[config.mk]
export PLATFORM = sky130hd
export DESIGN_NAME = schedule_rule_matcher_core
export DESIGN_NICKNAME = d
export VERILOG_FILES = /design/src/design/srm_pkg.sv /design/src/design/schedule_rule_matcher_core.sv /design/src/design/srm_ram.sv
export SDC_FILE = /design/constraint.sdc
export NUM_CORES = 1
export LEC_CHECK = 0
export BUFFER_PORTS_ARGS = -buffer_cell sky130_fd_sc_hd__buf_4
export CAP_MARGIN = 20
export CORE_MARGIN = 3
export CORE_UTILIZATION = 50
export DETAILED_ROUTE_END_ITERATION = 12
export GPL_TIMING_DRIVEN = 0
export PLACE_DENSITY = 0.68
export SYNTH_ARGS = -nofsm -noshare
export SYNTH_HDL_FRONTEND = slang
export SYNTH_SLANG_ARGS = --single-unit
[constraint.sdc]
create_clock -name clk -period 3.7 [get_ports clk]
set_input_delay 0.555 -clock clk [delete_from_list [all_inputs] [get_ports clk]]
set_output_delay 0.555 -clock clk [all_outputs]
set_load 0.02 [all_outputs]
[src/design/srm_pkg.sv]
// shared types and constants for the schedule rule matcher
package srm_pkg;

  localparam int NUM_RULES = 16;
  localparam int IDX_W     = $clog2(NUM_RULES);

  localparam logic OP_WRITE = 1'b0;
  localparam logic OP_TICK  = 1'b1;

  typedef struct packed {
    logic [5:0] minute;
    logic [4:0] hour;
    logic [4:0] month_day;
    logic [3:0] month;
    logic [2:0] week_day;
  } time_t;

  typedef struct packed {
    logic [4:0] wild;
    time_t      tm;
  } rule_t;

  localparam int RULE_W = $bits(rule_t);

  typedef enum logic [2:0] {
    ST_IDLE  = 3'b001,
    ST_SCAN  = 3'b010,
    ST_FLUSH = 3'b100
  } state_t;

endpackage

[src/design/schedule_rule_matcher_core.sv]
// schedule rule matcher: rule table in ram, one rule checked per cycle on a tick while the output is not stalled
// a write word is taken in idle and the next word can be taken in the following cycle
// a tick scans all NUM_RULES entries through the ram read port, one per cycle
// while the output is not stalled, and in_stall stays high until the final word is issued
// fires are held one deep so the final one can carry last; a quiet tick gives one word
// synchronous active-low reset clears enable bits, matched flags and control state;
// the rule ram holds no reset and needs no clearing pass
module schedule_rule_matcher_core
  import srm_pkg::*;
(
  input  logic       clk,
  input  logic       rst_n,
  input  logic       in_valid,
  output logic       in_stall,
  input  logic       in_opcode,
  input  logic [3:0] in_rule_slot,
  input  logic       in_enable,
  input  logic [4:0] in_any_mask,
  input  logic [5:0] in_minute,
  input  logic [4:0] in_hour,
  input  logic [4:0] in_month_day,
  input  logic [3:0] in_month,
  input  logic [2:0] in_week_day,
  output logic       out_valid,
  input  logic       out_stall,
  output logic       out_fired,
  output logic [3:0] out_fired_rule,
  output logic       out_last
);

  state_t               state_r, state_nxt;
  logic [NUM_RULES-1:0] en_r, en_nxt;
  logic [NUM_RULES-1:0] flag_r, flag_nxt;
  logic [IDX_W-1:0]     idx_r, idx_nxt;
  logic                 pend_v_r, pend_v_nxt;
  logic [IDX_W-1:0]     pend_idx_r, pend_idx_nxt;
  time_t                now_r, now_nxt;
  logic                 out_valid_r, out_valid_nxt;
  logic                 out_fired_r, out_fired_nxt;
  logic [3:0]           out_fired_rule_r, out_fired_rule_nxt;
  logic                 out_last_r, out_last_nxt;

  logic              in_acc, out_free;
  logic              ram_we, ram_re;
  logic [IDX_W-1:0]  ram_raddr;
  rule_t             ram_wdata, ram_rdata;
  time_t             in_time;
  logic              hit, active, fire, advance;

  assign in_acc   = in_valid && !in_stall;
  assign in_stall = (state_r != ST_IDLE);
  assign out_free = !out_valid_r || !out_stall;

  assign in_time.minute    = in_minute;
  assign in_time.hour      = in_hour;
  assign in_time.month_day = in_month_day;
  assign in_time.month     = in_month;
  assign in_time.week_day  = in_week_day;

  assign ram_we         = in_acc && (in_opcode == OP_WRITE);
  assign ram_wdata.wild = in_any_mask;
  assign ram_wdata.tm   = in_time;

  srm_ram #(
    .WIDTH(RULE_W),
    .DEPTH(NUM_RULES)
  ) u_rule_ram (
    .clk   (clk),
    .we    (ram_we),
    .waddr (in_rule_slot[IDX_W-1:0]),
    .wdata (ram_wdata),
    .re    (ram_re),
    .raddr (ram_raddr),
    .rdata (ram_rdata)
  );

  // rule match against latched time
  always_comb begin
    hit = (ram_rdata.wild[0] || ram_rdata.tm.minute    == now_r.minute)
       && (ram_rdata.wild[1] || ram_rdata.tm.hour      == now_r.hour)
       && (ram_rdata.wild[2] || ram_rdata.tm.month_day == now_r.month_day)
       && (ram_rdata.wild[3] || ram_rdata.tm.month     == now_r.month)
       && (ram_rdata.wild[4] || ram_rdata.tm.week_day  == now_r.week_day);
    active  = en_r[idx_r];
    fire    = active && hit && !flag_r[idx_r];
    advance = !(fire && pend_v_r) || out_free;
  end

  always_comb begin
    state_nxt          = state_r;
    en_nxt             = en_r;
    flag_nxt           = flag_r;
    idx_nxt            = idx_r;
    pend_v_nxt         = pend_v_r;
    pend_idx_nxt       = pend_idx_r;
    now_nxt            = now_r;
    out_valid_nxt      = out_valid_r && out_stall;
    out_fired_nxt      = out_fired_r;
    out_fired_rule_nxt = out_fired_rule_r;
    out_last_nxt       = out_last_r;
    ram_re             = 1'b0;
    ram_raddr          = '0;

    unique case (state_r)
      ST_IDLE: begin
        if (in_acc) begin
          if (in_opcode == OP_WRITE) begin
            en_nxt[in_rule_slot[IDX_W-1:0]]   = in_enable;
            flag_nxt[in_rule_slot[IDX_W-1:0]] = 1'b0;
          end else begin
            now_nxt   = in_time;
            idx_nxt   = '0;
            ram_re    = 1'b1;
            ram_raddr = '0;
            state_nxt = ST_SCAN;
          end
        end
      end
      ST_SCAN: begin
        if (advance) begin
          if (active) begin
            flag_nxt[idx_r] = hit;
          end
          if (fire) begin
            if (pend_v_r) begin
              out_valid_nxt      = 1'b1;
              out_fired_nxt      = 1'b1;
              out_fired_rule_nxt = 4'(pend_idx_r);
              out_last_nxt       = 1'b0;
            end
            pend_v_nxt   = 1'b1;
            pend_idx_nxt = idx_r;
          end
          if (idx_r == IDX_W'(NUM_RULES - 1)) begin
            state_nxt = ST_FLUSH;
          end else begin
            idx_nxt   = idx_r + 1'b1;
            ram_re    = 1'b1;
            ram_raddr = idx_r + 1'b1;
          end
        end
      end
      ST_FLUSH: begin
        if (out_free) begin
          out_valid_nxt      = 1'b1;
          out_fired_nxt      = pend_v_r;
          out_fired_rule_nxt = pend_v_r ? 4'(pend_idx_r) : 4'd0;
          out_last_nxt       = 1'b1;
          pend_v_nxt         = 1'b0;
          state_nxt          = ST_IDLE;
        end
      end
      default: begin
        state_nxt = ST_IDLE;
      end
    endcase
  end

  always_ff @(posedge clk) begin
    if (!rst_n) begin
      state_r     <= ST_IDLE;
      en_r        <= '0;
      flag_r      <= '0;
      pend_v_r    <= 1'b0;
      out_valid_r <= 1'b0;
    end else begin
      state_r     <= state_nxt;
      en_r        <= en_nxt;
      flag_r      <= flag_nxt;
      pend_v_r    <= pend_v_nxt;
      out_valid_r <= out_valid_nxt;
    end
  end

  always_ff @(posedge clk) begin
    idx_r            <= idx_nxt;
    pend_idx_r       <= pend_idx_nxt;
    now_r            <= now_nxt;
    out_fired_r      <= out_fired_nxt;
    out_fired_rule_r <= out_fired_rule_nxt;
    out_last_r       <= out_last_nxt;
  end

  assign out_valid      = out_valid_r;
  assign out_fired      = out_fired_r;
  assign out_fired_rule = out_fired_rule_r;
  assign out_last       = out_last_r;

  a_word_meaningful: assert property (@(posedge clk) disable iff (!rst_n)
    out_valid_r |-> (out_fired_r || out_last_r))
    else $error("result word neither fired nor last");

  a_quiet_word: assert property (@(posedge clk) disable iff (!rst_n)
    (out_valid_r && !out_fired_r) |-> (out_fired_rule_r == 4'd0 && out_last_r))
    else $error("quiet result word malformed");

  a_pend_idle: assert property (@(posedge clk) disable iff (!rst_n)
    (state_r == ST_IDLE) |-> !pend_v_r)
    else $error("pending fire left after tick finished");

  a_tick_starts_scan: assert property (@(posedge clk) disable iff (!rst_n)
    (in_acc && in_opcode == OP_TICK) |=> (state_r == ST_SCAN && idx_r == '0))
    else $error("tick did not start scan at rule zero");

  a_scan_leaves_flush: assert property (@(posedge clk) disable iff (!rst_n)
    (state_r == ST_FLUSH && out_free) |=> (state_r == ST_IDLE && out_valid_r && out_last_r))
    else $error("flush did not emit final word");

endmodule

[src/design/srm_ram.sv]
// generic single-port-write ram with registered read
module srm_ram #(
  parameter int WIDTH = 8,
  parameter int DEPTH = 16
) (
  input  logic                     clk,
  input  logic                     we,
  input  logic [$clog2(DEPTH)-1:0] waddr,
  input  logic [WIDTH-1:0]         wdata,
  input  logic                     re,
  input  logic [$clog2(DEPTH)-1:0] raddr,
  output logic [WIDTH-1:0]         rdata
);

  logic [WIDTH-1:0] mem [DEPTH];

  always_ff @(posedge clk) begin
    if (we) begin
      mem[waddr] <= wdata;
    end
    if (re) begin
      rdata <= mem[raddr];
    end
  end

endmodule
-- Word-level counts from Yosys, hierarchy flattened
Memory sizes are Yosys's and may differ from the RTL's. A register that Yosys moved wholly into a read port is not among the register bits.
Cells that the tools add are included.
- register bits: 74
- bits in latches: 0
- memory bits (writable): 448
- bits in read-only memories: 0
- input bits: 38
- output and inout bits: 8
- logic and storage cells: 139
- memories kept: 1
- $add $sub $neg: 1
- multiply operators: 0
- div/mod/pow operators: 0
- order comparisons: 4
- equality and inequality tests: 20
- shift-type cells: 0
- multiplexer cells: 61
- bitwise logic cells: 3
- reduce and logical (&&, ||, !) cells: 34
- memory list (name ; depth ; width ; rd ports ; clocked after Yosys merged registers in ; write ports ; RTL line ; text):
    u_rule_ram.mem ; 16 ; 28 ; 1 ; 1 ; 1 ; srm_ram.sv:15 ; logic [WIDTH-1:0] mem [DEPTH];
- operators by type and width (cell ; number):
    $mux W16 ; 4
    $mux W4 ; 12
    $bwmux W16 ; 2
    $pmux W16 S2 ; 1
    $mux W1 ; 25
    $ne A2 B2 Y1 const B ; 10
    $reduce_and A5 Y1 ; 4
    $and A16 B16 Y16 ; 1
    $not A16 Y16 ; 1
    $pmux W4 S2 ; 2
    $mux W3 ; 5
    $logic_and A1 B1 Y1 ; 12
    $eq A5 B5 Y1 ; 2
    $lt A4 B5 Y1 const B ; 2
    $pmux W1 S2 ; 5
    $pmux W3 S3 ; 1
    $reduce_and A3 Y1 ; 3
    $bmux W1 S4 ; 2
    $demux W1 S4 ; 2
    $ge A4 B1 Y1 const B ; 2
    $logic_or A1 B1 Y1 ; 7
    $eq A6 B6 Y1 ; 1
    $logic_not A1 Y1 ; 5
    $add A4 B1 Y4 const B ; 1
    other kinds (10) ; 11

-- Longest topological paths before layout
Gate-level depths: netlist of run 1.
- depth in word-level cells: 13
- gate-level depth with buffers: 13
- mapped depth without buffers: 8

-- Cells and area by module
A second synthesis of run 1 with hierarchy kept.
- cell total of the unflattened synthesis: 1116
- area, all modules: 21639.5 µm²
- modules (own cells, without submodules) (module ; instances ; cells each ; area each (µm²) ; seq. area each (µm²)):
    srm_ram ; 1 ; 735 ; 17814.6 ; 14293.7
    schedule_rule_matcher_core ; 1 ; 381 ; 3824.9 ; 1851.8

-- Worst setup path before layout of run 1
No wires, ideal clock.
- path kind: register to register
- start: reg state_r[0]
- end: reg en_r[2]
- library setup time: 0.118 ns
- arrival time: 3.298 ns
- required time: 3.582 ns
- setup slack: 0.284 ns
- stages on the path, launching flop included: 10
- buffers on the path: 2
- clock period less this slack: 3.416 ns
- cells stage by stage: dfxtp_1 > or3b_2 > clkbuf_1 > nor2_1 > nand2_1 > or2_2 > clkbuf_1 > nor2_1 > mux2i_1 > nor2b_1
- cells in the longest elaborated chain, start to end: 4
- elaborated cells on any way between the ends: 5
- those cells by class: eq/ne: 2; reduce/logical: 3
- RTL lines (element ; RTL line ; text):
    from (decl) ; schedule_rule_matcher_core.sv:31 ; state_t state_r, state_nxt;
    from (signal assigned) ; schedule_rule_matcher_core.sv:167 ; state_r <= state_nxt;
    $ne A3 B1 Y1 ; schedule_rule_matcher_core.sv:51 ; assign in_stall = (state_r != ST_IDLE);
    via in_stall ; schedule_rule_matcher_core.sv:14 ; output logic in_stall,
    $logic_not A1 Y1 ; schedule_rule_matcher_core.sv:50 ; assign in_acc = in_valid && !in_stall;
    $logic_and A1 B1 Y1 ; schedule_rule_matcher_core.sv:50 ;
    $reduce_and A3 Y1 (no line) ; -- ;
    to (signal assigned) ; schedule_rule_matcher_core.sv:168 ; en_r <= en_nxt;
    to (decl) ; schedule_rule_matcher_core.sv:32 ; logic [NUM_RULES-1:0] en_r, en_nxt;
The timed path passes the listed nets, and every way through them passes these cells.
A chain may end at the register's enable or synchronous reset.

-- Worst setup path in the final report of run 1
- start: reg idx_r[0]
- end: reg u_rule_ram.rdata[24], read port of u_rule_ram.mem (data pin)
- cells in the longest elaborated chain, start to end: 9
- elaborated cells on any way between the ends: 18
- those cells by class: add/sub: 1; eq/ne: 1; mux: 10; reduce/logical: 6
- RTL lines (element ; RTL line ; text):
    from (decl) ; schedule_rule_matcher_core.sv:34 ; logic [IDX_W-1:0] idx_r, idx_nxt;
    from (signal assigned) ; schedule_rule_matcher_core.sv:176 ; idx_r <= idx_nxt;
    $bmux W1 S4 (on tied branches) ; schedule_rule_matcher_core.sv:84, schedule_rule_matcher_core.sv:85 ;
    $mux W1 (on tied branches) ; schedule_rule_matcher_core.sv:84, schedule_rule_matcher_core.sv:85 ;
    $logic_and A1 B1 Y1 or $logic_not A1 Y1 (tied branches) ; schedule_rule_matcher_core.sv:85 ; fire = active && hit && !flag_r[idx_r];
    $logic_and A1 B1 Y1 ; schedule_rule_matcher_core.sv:85 ;
    $logic_and A1 B1 Y1 ; schedule_rule_matcher_core.sv:86 ; advance = !(fire && pend_v_r) || out_free;
    $logic_not A1 Y1 ; schedule_rule_matcher_core.sv:86 ;
    $logic_or A1 B1 Y1 ; schedule_rule_matcher_core.sv:86 ;
    $mux W1 or $mux W4 (tied branches) ; schedule_rule_matcher_core.sv:120 ; if (advance) begin
    $pmux W1 S2 or $mux W4 (tied branches) ; -- ;
    to (decl) ; srm_ram.sv:12 ; output logic [WIDTH-1:0] rdata
Several ways; a longest one is shown, not always the timed one. The select of a mux whose other input is x is not followed.

==> results of run 1 <==
[cell usage in the layout (no fill, tap or decap), types with 7 or more instances in the layout]
cell type,synthesis,layout
a21boi_0,17,17
a21oi_1,8,8
a221o_1,57,57
a221oi_1,53,53
a222oi_1,28,28
a31oi_1,46,46
a32o_1,28,28
buf_16,0,11
buf_2,9,11
buf_4,6,53
buf_6,8,10
bufinv_16,0,8
clkbuf_1,75,62
clkbuf_16,0,54
clkbuf_2,0,19
clkinv_1,0,14
clkinv_2,0,10
dfxtp_1,37,37
edfxtp_1,513,513
mux2i_1,59,59
mux4_2,8,8
nand2_1,88,88
nor2_1,32,15
nor2_4,1,18
nor2b_1,10,10
nor3_1,16,16
o21ai_0,69,69
o21ai_1,20,20
o2bb2ai_1,28,28
o311ai_0,16,16
xnor2_1,7,7
xor2_1,18,18
[kinds of logic (layout without fill, tap and decap cells)]
logic type	after synthesis	after routing	share of synthesized area
AOI/OAI and AO/OA	383	383	0.140
xor gates and xnor gates	25	25	0.0102
adders and majority gates	4	4	0.00232
buffers and inverters	110	275	0.0235
DFF	550	550	0.749
muxes	68	68	0.0363
and+or+nand+nor	180	180	0.0388
[state kept, by name (all words and copies together), names as in the netlist, 4 cells and up]
register	flops
u_rule_ram.mem	448
u_rule_ram.rdata	28
now_r	23
en_r	16
flag_r	16
idx_r	4
out_fired_rule	4
pend_idx_r	4
[power by group]
part           leakage (µW)  switching [µW]  internal, µW
Combinational       0.00215             355           166
Sequential          0.00494            25.7          6870
Clock              0.000883            2340          3250
Total               0.00797            2720         10300
[metal layers]
metal / vias up / global-route usage / share of wire
li1: 5691 / - / -
met1: 6503 / 0.330 / 0.41
met2: 537 / 0.389 / 0.49
met3: 102 / 0.0414 / 0.076
met4: 0 / 0.0818 / 0.027
met5: - / 0 / 0
[worst max-delay path: cells and delay by family, from the launching register on]
family | cells | cell delay (ps)
compound gates | 3 | 750
buf+inv | 5 | 1440
flops | 1 | 410
mux | 1 | 530
simple gates | 2 | 370
[cell type report]
type                    instances  area share
well taps                     539      0.0270
clock buffers                  61      0.0550
inverters                       6    0.000900
plain buffers                 103      0.0208
repair buffers                 65      0.0313
clock inverters                40      0.0177
multi-input cells             660       0.202
flip-flops and latches        550       0.645
[worst min path at each step]
stage	from	end	slack, ps	depth (start not counted)
2_1_floorplan	idx_r[2]	pend_idx_r[2]	420	0
3_3_place_gp	idx_r[2]	pend_idx_r[2]	440	0
3_5_place_dp	idx_r[2]	pend_idx_r[2]	430	0
4_1_cts	in_any_mask[0]	u_rule_ram.mem[2][23]	200	1
5_1_grt	in_any_mask[0]	u_rule_ram.mem[2][23]	220	1
6_report	in_any_mask[0]	u_rule_ram.mem[1][23]	230	1
[per-stage QoR]
step,TNS (ps),hold WS [ps],instance area (µm²),power (µW)
3_5_place_dp,-14490,434,23100,7540
3_3_place_gp,-546040,439,22500,7500
6_report,0,229,25000,13000
5_1_grt,-70.0,221,25000,13400
2_1_floorplan,0,421,21500,7280
4_1_cts,0,198,25000,13100
[what timing repair did]
action | in CTS | in global routing
endpoints found under the setup margin | 28 | 25
pin swaps | 2 | 1
gates resized for setup | 15 | 29
setup buffers | 2 | 4
==> flow_metrics.tcl, run 1 <==
set metrics [dict create \
    utilization 0.593 \
    cp_cell_sequence "buf_6 > buf_6 > mux4_2 > a22o_1 > nor4_4 > buf_4 > a21oi_1 > nand2b_1 > buf_2 > clkbuf_1 > a32o_1" \
    grt_pass1_vias 12600 \
    fin_crit_sh 0.993 \
    grt_pass1_wl_um 79500 \
    maxSlewViolCount 0 \
    ir_drop_mv 0.390 \
    io_pins 46 \
    relSlewSlack 0.258 \
    die_h_um 214 \
    antenna_found_initial 0 \
    r2r_end "u_rule_ram.rdata[24]" \
    cp_data_arrival_time_ps 4140 \
    dp.cells 1918 \
    drive_gt1_frac 0.158 \
    slowest_delay_ps 600 \
    netlist_instances 1320 \
    clock-sinks 550 \
    vias 12800 \
    yosys.area.top_type "edfxtp_1" \
    synth_area_per_cell_um2 16.3 \
    worst_pin_slew_ps 1110 \
    drc 0 \
    fin_cells 2024 \
    insertion_delay_ps 630 \
    path_class "reg -> reg" \
    syn2layout_area_growth_pct 16.1 \
    crit_path_frequent_cell "buf_6" \
    die_width_um 214 \
    post_drt_wl_per_cell_um 26.8 \
    synth.top_cell.area_share 0.715 \
    ctsHoldBuffers 0 \
    start_util 0.510 \
    worst_setup_path_end_kind "register" \
    drv_cap 0 \
    power_density_nw_per_um2 520 \
    crit_path_end "u_rule_ram.rdata[24]" \
    ys_ff_latch 550 \
    h-tree-depth 2 \
    critPathSlowestCell "clkbuf_1" \
    multiInputGateArea_um2 5060 \
    dp_slack_ps -648 \
    finalHoldViolations 0 \
    ctsRootBufferMaster "clkbuf_16" \
    start_kind "register" \
    hold_class "in -> reg" \
    nFillCells 3117 \
    rows 75 \
    synthDistinctLibCells 52 \
    yosysSeqAreaShare 0.749 \
    viasPerCell 6.34 \
    io_buffers 42 \
    synth_common_cells "edfxtp_1, nand2_1, clkbuf_1" \
    track_usage 0.239 \
    layout.area.seq_um2 16100 \
    syn-num-nets 1362 \
    setup_ws_ps 24.9 \
    core_um2 42200 \
    nets 1482 \
    wl_um 54300 \
    skew_ps 26.9 \
    r2r.worst_path.cells 11 \
    overflow 0 \
    fmax_ghz 0.272 \
    dr.pass1.iters 9 \
    drt_iter0_markers 1715 \
    syn_area_um2 21500 \
    design.die.area_um2 45600 \
    cp_max_fo 10 \
    worstReg2RegStart "idx_r[0]" \
    synth-edff-count 513 \
    required_ps 4170 \
    synth_ff_type "edfxtp_1" \
    cp-startpoint "idx_r[0]" \
    diodes 0 \
    antenna_left 0 \
    period_needed_ps 3680 \
    status "finished, final reports clean" \
    power_leakage_uw 0.00797 \
    clk_pin_slew_ps 70 \
    rrSetupSlack_ps 20 \
    gp_congestion 0.838 \
    setup_viol 0 \
    cts_made_buffers 54 \
    hpwl_um 35300 \
    synthArstFlopShare 0 \
    cts.path.max_buffers 3 \
    synth_warnings 0 \
    grt_max_degree 29 \
    yosys-top-cells-area "edfxtp_1, dfxtp_1, mux2i_1, a221o_1, a221oi_1" \
    cts_tree "built" \
    yosysMostFrequentCell "edfxtp_1" \
]
Note: power is estimated with default switching activity, not from simulation.
==> inputs of run 2 (changes only) <==
--- a/config.mk
+++ b/config.mk
@@ -14,4 +14,5 @@
 export PLACE_DENSITY = 0.68
 export SYNTH_ARGS = -nofsm -noshare
 export SYNTH_HDL_FRONTEND = slang
+export SYNTH_HIERARCHICAL = 1
 export SYNTH_SLANG_ARGS = --single-unit
==> flow_metrics.tcl, run 2 <==
set metrics [dict create \
    design.die.area_um2 45800 \
    antenna_left 0 \
    clk_pin_slew_ps 60 \
    diodes 0 \
    viasPerCell 6.05 \
    grt_pass1_wl_um 73100 \
    setup_ws_ps -84.3 \
    multiInputGateArea_um2 5430 \
    period_needed_ps 3780 \
    required_ps 4030 \
    nFillCells 2971 \
    netlist_instances 1116 \
    grt_max_degree 25 \
    io_pins 46 \
    syn-num-nets 1158 \
    cts_tree "built" \
    layout.area.seq_um2 16100 \
    mostFrequentLayoutCell "edfxtp_1" \
    io_buffers 45 \
    dp_slack_ps -1300 \
    cp_data_arrival_time_ps 4120 \
    largest-register "u_rule_ram/mem" \
    final_cell_mix "edfxtp_1, mux4_2, clkbuf_16, buf_4, nand2_1" \
    synthArstFlopShare 0 \
    largest_reg_flops 448 \
    synth-edff-count 513 \
    syn2layout_area_growth_pct 18.6 \
    drive_gt1_frac 0.297 \
    cts_made_buffers 54 \
    start_util 0.511 \
    synth_warnings 6 \
    drc 0 \
    vias 11400 \
    cts.path.max_buffers 3 \
    finalHoldViolations 0 \
    yosys.area.top_type "edfxtp_1" \
    cp_max_fo 10 \
    skew_ps 16.1 \
    rrSetupSlack_ps -80 \
    synth_common_cells "edfxtp_1, mux4_2, a22oi_1" \
    wl_um 48900 \
    overflow 0 \
    start_kind "register" \
    hold_class "in -> reg" \
    insertion_delay_ps 600 \
    relSlewSlack 0.367 \
    antenna_found_initial 1 \
    clock-sinks 550 \
    yosysSeqAreaShare 0.746 \
    violations "negative setup slack" \
    yosysMostFrequentCell "edfxtp_1" \
    maxSlewViolCount 0 \
    synth_area_per_cell_um2 19.4 \
    syn_area_um2 21600 \
    drt_iter0_markers 1310 \
    synth_ff_type "edfxtp_1" \
    power_density_nw_per_um2 491 \
    post_drt_wl_per_cell_um 26.1 \
    die_h_um 214 \
    hpwl_um 30100 \
    ctsRootBufferMaster "clkbuf_16" \
    track_usage 0.213 \
    power_leakage_uw 0.00797 \
    path_class "reg -> reg" \
    synth.top_cell.area_share 0.712 \
    rsz0062_at_grt "yes" \
    ir_drop_mv 0.418 \
    synthDistinctLibCells 44 \
    die_width_um 214 \
    worst_setup_path_end_kind "register" \
    nets 1300 \
    rows 75 \
    status "complete, but fails checks" \
    dr.pass1.iters 5 \
    worst_pin_slew_ps 948 \
    grt_pass1_vias 11600 \
    finalPower_uw 12600 \
    h-tree-depth 2 \
    yosys-top-cells-area "edfxtp_1, mux4_2, dfxtp_1, mux4_1, a22oi_1" \
    ys_ff_latch 550 \
    top_regs "u_rule_ram/mem: 448 flops, u_rule_ram/rdata: 28 flops, now_r: 23 flops" \
    setup_viol 23 \
    gp_congestion 0.885 \
    fin_crit_sh 1.02 \
    drv_cap 0 \
    core_um2 42300 \
    fmax_ghz 0.264 \
]
-- run 2: per-stage QoR --
stage                     utilization  TNS [ps]  hold WS (ps)  instance area (µm²)  instances
after global placement          0.537   -591070           460                22700       1738
after detailed placement        0.552    -34300           466                23400       1759
after floorplan                     -         0           450                21700       1116
after global routing            0.607     -3660           198                25700       1877
final                           0.607      -911           187                25700       1877
after CTS                       0.603      -357           166                25500       1872
-- run 2: critical path, cell delays in order, from the launching register on --
cell,delay (ps)
edfxtp_1,470
buf_6,190
mux4_2,570
a22o_4,270
nor2_4,150
nor4_4,70
nand3b_1,260
buf_4,230
nor2_4,190
buf_2,400
mux4_2,380
a22oi_1,230
nand2_2,120
-- run 2: area by class of cell --
| class | count | share of cell area |
|---|---|---|
| clock buffers | 67 | 0.0545 |
| repair buffers | 87 | 0.0447 |
| multi-input cells | 495 | 0.212 |
| plain buffers | 62 | 0.0220 |
| clock inverters | 31 | 0.00906 |
| flip-flops and latches | 550 | 0.629 |
| well taps | 577 | 0.0281 |
| inverters | 8 | 0.00117 |
-- run 2: path summary, 6_finish.rpt --
path / startpoint / endpoint / cells past startpoint
setup / recovery: idx_r[0] / u_rule_ram/rdata[24] / 12
hold / removal: rst_n / state_r[0] / 2
setup reg to reg: idx_r[0] / u_rule_ram/rdata[24] / 12
hold reg to reg: en_r[5] / en_r[5] / 2
-- run 2: repair_timing --
action                                  4_1_cts  5_1_grt
pin swaps                                    26       14
gates cloned                                  3        3
endpoints found under the setup margin       28       37
endpoints found under the hold margin         0        0
hold buffers                                  0        0
setup buffers                                13        2
resized for setup                           110       21
-- run 2: where the power goes --
| part | total, µW | internal, µW | switching, µW |
|---|---|---|---|
| logic | 563 | 205 | 359 |
| clock network | 5090 | 2880 | 2210 |
| registers | 6960 | 6910 | 49.7 |
-- run 2: cells by family after synthesis --
group	Yosys count	share of synthesized area
AO/OA/AOI/OAI	173	0.0548
AND/OR/NAND/NOR	166	0.0355
buffers and inverters	71	0.0199
adder cells (fa/ha/maj)	4	0.00231
XOR/XNOR	25	0.0101
flip-flops	550	0.746
multiplexers	127	0.131
-- run 2: layer usage --
metal | wire length [µm] | track usage
met4 | 793 | 0.0467
met3 | 3610 | 0.0387
met2 | 24300 | 0.354
met1 | 20200 | 0.299
met5 | 13 | 0
==> inputs of run 3 (changes only) <==
--- a/config.mk
+++ b/config.mk
@@ -5,7 +5,7 @@
 export SDC_FILE = /design/constraint.sdc
 export NUM_CORES = 1
 export LEC_CHECK = 0
-export BUFFER_PORTS_ARGS = -buffer_cell sky130_fd_sc_hd__buf_4
+export BUFFER_PORTS_ARGS = -buffer_cell sky130_fd_sc_hd__clkbuf_2
 export CAP_MARGIN = 20
 export CORE_MARGIN = 3
 export CORE_UTILIZATION = 50
==> flow_metrics.tcl, run 3 (synthesis gave the netlist of run 2 again) <==
set metrics [dict create \
    status "complete, but fails checks" \
    violations "negative setup slack" \
    cp_data_arrival_time_ps 4110 \
    cts_made_buffers 54 \
    dr.pass1.iters 5 \
    grt_pass1_wl_um 73600 \
    cts.path.max_buffers 3 \
    required_ps 4020 \
    dp_slack_ps -1320 \
    final_cell_mix "edfxtp_1, mux4_2, clkbuf_16, clkbuf_2, nand2_1" \
    grt_pass1_vias 11700 \
    antenna_left 0 \
    design.die.area_um2 45800 \
    wl_um 48500 \
    overflow 0 \
    hold_class "in -> reg" \
    clockPowerShare 0.407 \
    cp_cell_sequence "buf_8 > buf_12 > mux4_2 > a22oi_1 > nand2_1 > nor4_4 > nand3b_1 > nor2_4 > buf_12 > buf_12 > buf_12 > buf_4 > mux4_2 > a22oi_2 > nand2_1" \
    path_buf_inv 6 \
    die_h_um 214 \
    die_width_um 214 \
    path_class "reg -> reg" \
    cp_max_fo 6 \
    skew_ps 24.9 \
    h-tree-depth 2 \
    setup_viol 28 \
    fmax_ghz 0.264 \
    antenna_found_initial 1 \
    relSlewSlack 0.448 \
    mostFrequentLayoutCell "edfxtp_1" \
    io_pins 46 \
    worst_pin_slew_ps 826 \
    ir_drop_mv 0.399 \
    largest-register "u_rule_ram/mem" \
    clock-sinks 550 \
    period_needed_ps 3790 \
    largest_reg_flops 448 \
    insertion_delay_ps 600 \
    rows 75 \
    power_density_nw_per_um2 496 \
    finalHoldViolations 0 \
    p_sw_uw 2660 \
    setup_ws_ps -86.9 \
    cts_tree "built" \
    drv_cap 0 \
    crit_path_frequent_cell "buf_12" \
    post_drt_wl_per_cell_um 25.8 \
    io_buffers 45 \
    drive_gt1_frac 0.298 \
    top_regs "u_rule_ram/mem: 448 flops, u_rule_ram/rdata: 28 flops, now_r: 23 flops" \
    dp.cells 1760 \
    intPower_uw 9990 \
    clk_pin_slew_ps 60 \
    worst_setup_path_end_kind "register" \
    core_um2 42300 \
    rrSetupSlack_ps -90 \
    slowest_delay_ps 510 \
    p_seq_frac 0.550 \
    drc 0 \
    ctsRootBufferMaster "clkbuf_16" \
    start_kind "register" \
    nets 1299 \
    fin_crit_sh 1.02 \
    gp_congestion 0.873 \
    grt_max_degree 24 \
    nFillCells 2941 \
    pwr-share-comb 0.044 \
    viasPerCell 6.06 \
    fin_cells 1875 \
    track_usage 0.212 \
    switching_share 0.210 \
    maxSlewViolCount 0 \
    critPathSlowestCell "edfxtp_1" \
    start_util 0.511 \
    drt_iter0_markers 1255 \
    utilization 0.603 \
    crit_family "multiplexers" \
    syn2layout_area_growth_pct 17.9 \
    diodes 0 \
    hpwl_um 30200 \
    power_leakage_uw 0.00789 \
    rsz0062_at_grt "yes" \
    vias 11400 \
]
run 3: cell count changes in the layout (fill, tap and decap cells not counted), moves of 4 or more:
cell / before / now
buf_6: 10 / 6
clkbuf_2: 9 / 51
buf_4: 57 / 16
clkinv_2: 8 / 4
clkinvlp_4: 0 / 4
run 3: layer usage:
metal,part of all wire,track usage
met5,0.00027,0
met4,0.019,0.0543
met3,0.067,0.0349
met2,0.50,0.350
met1,0.42,0.301
run 3: layout make-up:
class                   instances  area (µm²)  area share
plain buffers                  60         543      0.0213
flip-flops and latches        550       16100       0.633
clock buffers                  67        1400      0.0549
clock inverters                30         244     0.00956
inverters                       8        30.0     0.00118
repair buffers                 88        1020      0.0401
multi-input cells             495        5410       0.212
well taps                     577         722      0.0283
run 3: worst reg2reg max path: cells and delay by family (launching register included):
family,cells,cell delay (ps)
buffers and inverters,6,870
AND/OR/NAND/NOR,5,850
AO/OA/AOI/OAI,2,380
flip-flops,1,510
multiplexers,2,910
run 3: power by group through the flow:
stage / clock [µW] / sequential [µW] / combinational [µW]
after floorplan: 0 / 7080 / 273
after global placement: 0 / 7090 / 460
after detailed placement: 0 / 7090 / 517
after CTS: 5250 / 6960 / 548
after global routing: 5520 / 6960 / 597
final: 5150 / 6960 / 551
run 3: path summary, 6_finish.rpt:
check / start / end / depth (start not counted)
worst min-delay path: rst_n / state_r[0] / 2
worst min register to register: en_r[5] / en_r[5] / 2
worst max-delay path: idx_r[0] / u_rule_ram/rdata[25] / 15
worst max register to register: idx_r[0] / u_rule_ram/rdata[25] / 15
run 3: repair_timing:
action	in CTS	in global routing
pin swaps	39	18
endpoints found under the setup margin	28	38
hold buffers	0	0
buffers inserted	13	7
cloned	3	0
endpoints found under the hold margin	0	0
resized for setup	121	8
run 3: metrics by stage:
step           cell area, µm²  hold WS (ps)  total power [µW]  TNS, ps
2_1_floorplan           21700           450              7350        0
3_3_place_gp            22600           459              7550  -580610
3_5_place_dp            23300           468              7600   -33460
4_1_cts                 25500           174             12800    -1170
5_1_grt                 25500           205             13100    -4140
6_report                25500           198             12700    -1200
